[src/hdl/glcw_pkg.sv]
`timescale 1ns / 1ps
// ----------------------------------------------------------------------------
// glcw_pkg
// shared constants and types of the grid line collision walker
// ----------------------------------------------------------------------------
package glcw_pkg;

  localparam int DEF_MAP_SIDE   = 256;
  localparam int DEF_COORD_BITS = 11;

  localparam int CELL_W     = 8;
  localparam int CFG_IDX_W  = 3;
  localparam int CFG_DATA_W = 9;
  localparam int DIM_W      = 9;
  localparam int VISIT_W    = 12;

  localparam logic [VISIT_W-1:0] VISIT_MAX = '1;

  // configuration register indexes
  localparam logic [CFG_IDX_W-1:0] REG_MAP_WIDTH    = 3'd0;
  localparam logic [CFG_IDX_W-1:0] REG_MAP_HEIGHT   = 3'd1;
  localparam logic [CFG_IDX_W-1:0] REG_OCC_THRESH   = 3'd2;
  localparam logic [CFG_IDX_W-1:0] REG_TRACE_ENABLE = 3'd3;
  localparam logic [CFG_IDX_W-1:0] REG_TRACE_VALUE  = 3'd4;

  localparam logic [DIM_W-1:0]  RST_MAP_WIDTH  = 9'd256;
  localparam logic [DIM_W-1:0]  RST_MAP_HEIGHT = 9'd256;
  localparam logic [CELL_W-1:0] RST_OCC_THRESH = 8'd1;

  // request types
  localparam logic REQ_WRITE = 1'b0;
  localparam logic REQ_CHECK = 1'b1;

  typedef struct packed {
    logic load;
    logic advance;
  } step_ctrl_t;

endpackage

[src/hdl/glcw_line_stepper.sv]
`timescale 1ns / 1ps
// ----------------------------------------------------------------------------
// glcw_line_stepper
// integer line stepper, produces one cell position per advance
// ----------------------------------------------------------------------------
module glcw_line_stepper
  import glcw_pkg::*;
#(
  parameter int COORD_BITS = DEF_COORD_BITS
) (
  input  logic                         clk,
  input  step_ctrl_t                   ctrl,
  input  logic signed [COORD_BITS-1:0] ld_x0,
  input  logic signed [COORD_BITS-1:0] ld_y0,
  input  logic signed [COORD_BITS-1:0] ld_x1,
  input  logic signed [COORD_BITS-1:0] ld_y1,
  output logic signed [COORD_BITS-1:0] cur_x,
  output logic signed [COORD_BITS-1:0] cur_y,
  output logic                         cur_last
);

  // error term needs room for twice the largest span plus sign
  localparam int SW = COORD_BITS + 4;

  logic signed [COORD_BITS-1:0] x_r, y_r, x1_r, y1_r;
  logic signed [COORD_BITS-1:0] x_nxt, y_nxt;
  logic signed [SW-1:0]         dx_r, dy_r, err_r;
  logic signed [SW-1:0]         dx_nxt, dy_nxt, err_nxt;
  logic                         sx_r, sy_r;
  logic signed [SW-1:0]         diff_x, diff_y, e2;
  logic [COORD_BITS-1:0]        x_step, y_step;

  always_comb begin
    diff_x  = SW'(ld_x1) - SW'(ld_x0);
    diff_y  = SW'(ld_y1) - SW'(ld_y0);
    e2      = err_r <<< 1;
    x_step  = sx_r ? COORD_BITS'(1) : '1;
    y_step  = sy_r ? COORD_BITS'(1) : '1;
    x_nxt   = x_r;
    y_nxt   = y_r;
    err_nxt = err_r;
    dx_nxt  = diff_x[SW-1] ? -diff_x : diff_x;
    dy_nxt  = diff_y[SW-1] ? diff_y : -diff_y;
    if (ctrl.load) begin
      x_nxt   = ld_x0;
      y_nxt   = ld_y0;
      err_nxt = dx_nxt + dy_nxt;
    end else if (ctrl.advance) begin
      if (e2 > dy_r) begin
        err_nxt = err_nxt + dy_r;
        x_nxt   = x_r + x_step;
      end
      if (e2 < dx_r) begin
        err_nxt = err_nxt + dx_r;
        y_nxt   = y_r + y_step;
      end
    end
  end

  always_ff @(posedge clk) begin
    x_r   <= x_nxt;
    y_r   <= y_nxt;
    err_r <= err_nxt;
    if (ctrl.load) begin
      x1_r <= ld_x1;
      y1_r <= ld_y1;
      dx_r <= dx_nxt;
      dy_r <= dy_nxt;
      sx_r <= ld_x0 < ld_x1;
      sy_r <= ld_y0 < ld_y1;
    end
  end

  assign cur_x    = x_r;
  assign cur_y    = y_r;
  assign cur_last = (x_r == x1_r) && (y_r == y1_r);

endmodule

[config.mk]
export PLATFORM = sky130hd
export DESIGN_NAME = glcw_line_stepper
export DESIGN_NICKNAME = d
export VERILOG_FILES = /design/src/hdl/glcw_pkg.sv /design/src/hdl/glcw_line_stepper.sv
export SDC_FILE = /design/constraint.sdc
export NUM_CORES = 1
export LEC_CHECK = 0
export BUFFER_PORTS_ARGS = -buffer_cell sky130_fd_sc_hd__buf_4
export CAP_MARGIN = 40
export CORE_AREA = 2 2 149 151
export DETAILED_ROUTE_END_ITERATION = 8
export DIE_AREA = 0 0 151 153
export GPL_TIMING_DRIVEN = 0
export PLACE_DENSITY = 0.63
export SKIP_LAST_GASP = 1
export SYNTH_ARGS = -nofsm -noshare
export SYNTH_HDL_FRONTEND = slang
export SYNTH_SLANG_ARGS = --single-unit
export TNS_END_PERCENT = 10
[constraint.sdc]
create_clock -name clk -period 6.2 [get_ports clk]
set_input_delay 0.62 -clock clk [delete_from_list [all_inputs] [get_ports clk]]
set_output_delay 0.62 -clock clk [all_outputs]
set_load 0.02 [all_outputs]
==> impl_results.md <==
* Final WL at 20.2 mm
* Die H at 153 microns
* Antenna-violating nets left at 0
* CTS Buf Count at 9
* CP endpoint: err_r[12]$_DFFE_PP_
* Worst-path clk slew at 0.07 ns
* Hold depth at 1
* Core footprint at 0.0215 sq mm
* WP data required at 6.30 ns
* Synthesized area at 0.00841 sq mm
* Cell repeated most along the worst path: o21ai_0
* Root Buffer: clkbuf_16
* Crit start category: flop
* Pre-CTS setup slack at -0.0875 ns
* Run status: finished, final reports clean
* Row count at 54
* Ys Warns at 0
* IO Pins at 70
* Pwr/cell area at 530 mW/mm^2
* Placed Cells at 1235
* Final min period at 5.88 ns
* Synth top area cells: edfxtp_1, ha_1, xnor2_1
* Final net count at 1134
* Layout cells sized above 1 at 0.129
* RR Endpoint: err_r[12]$_DFFE_PP_
* Critical path startpoint: dy_r[1]$_DFFE_PP_
* Synth cell types at 76
* CP max FO at 10
* Non-filler cells, final at 1254
* Final instance area at 0.00961 sq mm
* Vias at 6668
* Predominant post-synthesis flop cell: edfxtp_1
* CP arrival at 5.98 ns
* TritonRoute pass-1 iters at 5
* Insertion delay to the later sink of the worst-skew pair at 0.34 ns
* Gpl congestion at 0.907
* Cell type with the largest total area after synthesis: edfxtp_1
* CTS tree: yes
* Placed instance area at 0.00929 sq mm
* Reg2reg path depth at 25
* I/O Buffers at 69
* Total power draw at 0.00509 W
* R2r setup slk at 0.32 ns
* Post-DR wirelength/cell at 16.1 microns
* Setup CP Type: flop to flop
* Synth Register Bits at 90
* Mean Syn Cell Area at 9.53 sq um
* EDFF count, synth at 90
* Static leakage at 4.21 nW
* Final Cycle Share at 0.948
* Max stage delay on crit path at 0.61 ns
* Master of the slowest instance on the critical path: or4b_2
* Worst Hold Class: primary input to flop
* GRT Overall Usage at 0.181
* Asr flop ratio synth at 0
* Fin. max-slew vios at 0
* Initial Utilization at 0.392
* Sequential element share of the synthesized area at 0.321
* Initial antenna violation count at 0
* Placed wire-length estimate at 16.3 mm
* R2R Path Start: dy_r[1]$_DFFE_PP_
* Share of the synthesized area in the top cell type at 0.321
* Final WS setup at 0.324 ns
* # H-tree levels at 3
* Max frequency at 0.170 GHz
* TritonCTS Sinks at 90
* CTS Buffer Depth at 2
* Vias in the first global route at 6610
* Hold_buf cts at 0
* Actual slew at the worst max-slew pin at 0.843 ns
* Vias/cell at 5.32
* Clock Skews at 0.00775 ns
* Largest net degree at the start of global routing at 61
* ANT cells at 0
* Die Width at 151 microns
* Max-cap violation count at 0
* Fin. Hold Viols at 0
* Post-Syn Instances at 883
* RSZ-0062 raised after global routing: false
* Iter 0 DRT Violations at 331
* # setup viols final at 0
* Crit end category: flop
* DRC viols at 0
* Grt ovf at 0
* First-pass GRT wire length at 33.1 mm
* Worst vdd ir at 208 uV
* Rel. slew slack at 0.435
* Die footprint at 0.0231 sq mm
* Area Overhead vs Synth at 14.2%
layer usage:
layer  part of all wire  track usage  vias up  routed length [microns]
li1                   -            -     3379                        -
met3              0.032       0.0218       24                      652
met4              0.021       0.0525        0                      427
met1               0.47        0.247     3132                     9490
met2               0.48        0.300      133                     9600
met5                  0            0        -                        0
worst max-delay path: cells and delay by family, from the launching register on:
| family | cells | cell delay [ns] |
|---|---|---|
| compound gates | 12 | 2.43 |
| simple gates | 4 | 0.88 |
| flops | 1 | 0.42 |
| fa+ha+maj | 3 | 0.66 |
| buf+inv | 4 | 0.59 |
| mux | 2 | 0.64 |
per-stage QoR:
stage          hold slack [ns]  utilization  setup TNS, ns
3_3_place_gp             0.747        0.433        -0.0565
5_1_grt                  0.450        0.447              0
4_1_cts                  0.453        0.446              0
3_5_place_dp             0.755        0.433        -0.0875
6_report                 0.463        0.447              0
2_1_floorplan            0.719            -              0
sequential cells by signal, indices dropped and copies added (netlist names):
signal / flops
dy_r: 15
sy_r: 1
err_r: 14
sx_r: 1
cur_x: 11
dx_r: 15
y1_r: 11
cur_y: 11
x1_r: 11
cell usage in the layout, fill, tap and decap left out, drive strengths merged, types with 9 or more instances in the layout:
| master | Yosys | final |
|---|---|---|
| nand3 | 11 | 11 |
| inv | 94 | 94 |
| xnor2 | 68 | 68 |
| clkbuf | 12 | 22 |
| nand4 | 14 | 14 |
| buf | 7 | 79 |
| a211oi | 12 | 12 |
| nor2b | 13 | 13 |
| nor2 | 37 | 37 |
| mux2 | 16 | 16 |
| o21a | 9 | 9 |
| o21bai | 15 | 15 |
| xor2 | 37 | 37 |
| o21ai | 54 | 54 |
| nand2 | 68 | 68 |
| a21o | 29 | 29 |
| edfxtp | 90 | 90 |
| nor3 | 23 | 23 |
| ha | 111 | 111 |
| a21oi | 55 | 55 |
final cells by class:
| type | instances | area (sq um) |
|---|---|---|
| multi-input cells | 683 | 5290 |
| plain buffers | 19 | 83.8 |
| fillers | 2106 | 11900 |
| clock inverters | 6 | 57.6 |
| well taps | 280 | 350 |
| inverters | 94 | 353 |
| clock buffers | 10 | 229 |
| flip-flops and latches | 90 | 2700 |
| repair buffers | 72 | 541 |
cells in the mapped netlist (all sizes together), types with 4 or more instances:
master	number
a211oi	12
a21o	29
a21oi	55
a31oi	5
and2	5
buf	7
clkbuf	12
edfxtp	90
fa	7
ha	111
inv	94
mux2	16
mux2i	6
nand2	68
nand2b	4
nand3	11
nand4	14
nor2	37
nor2b	13
nor3	23
nor4	8
o211ai	7
o21a	9
o21ai	54
o21bai	15
or3	7
or4b	6
xnor2	68
xor2	37
logic make-up after synthesis:
logic type               count (synthesis)  synth area share
AO/OA/AOI/OAI                          221             0.174
AND/OR/NAND/NOR                        213             0.130
adder cells (fa/ha/maj)                118             0.182
buffers and inverters                  113            0.0517
XOR/XNOR                               105             0.113
flip-flops                              90             0.321
multiplexers                            22            0.0286
other                                    1          0.000446
power breakdown:
group | total (W) | internal (W) | leakage, nW | switching, W
clock | 0.000544 | 0.000310 | 0.144 | 0.000234
combinational | 0.00343 | 0.00159 | 3.18 | 0.00184
sequential | 0.00112 | 0.000935 | 0.894 | 0.000183
how the worst min path moves through the flow:
stage                            start            endpoint  slack, ns
floorplan                     ld_x1[0]   x1_r[0]$_DFFE_PP_       0.72
global placement    cur_x[0]$_DFFE_PP_  cur_x[0]$_DFFE_PP_       0.75
global route                  ld_y1[5]   y1_r[5]$_DFFE_PP_       0.45
finish                        ld_y1[8]   y1_r[8]$_DFFE_PP_       0.46
detailed placement  cur_x[0]$_DFFE_PP_  cur_x[0]$_DFFE_PP_       0.76
CTS                           ld_y1[8]   y1_r[8]$_DFFE_PP_       0.45
what timing repair did:
action	in CTS	in global routing
endpoints found under the setup margin	1	1
buffers inserted	0	3
gates resized for setup	1	2
Note: power is estimated with default switching activity, not from simulation.
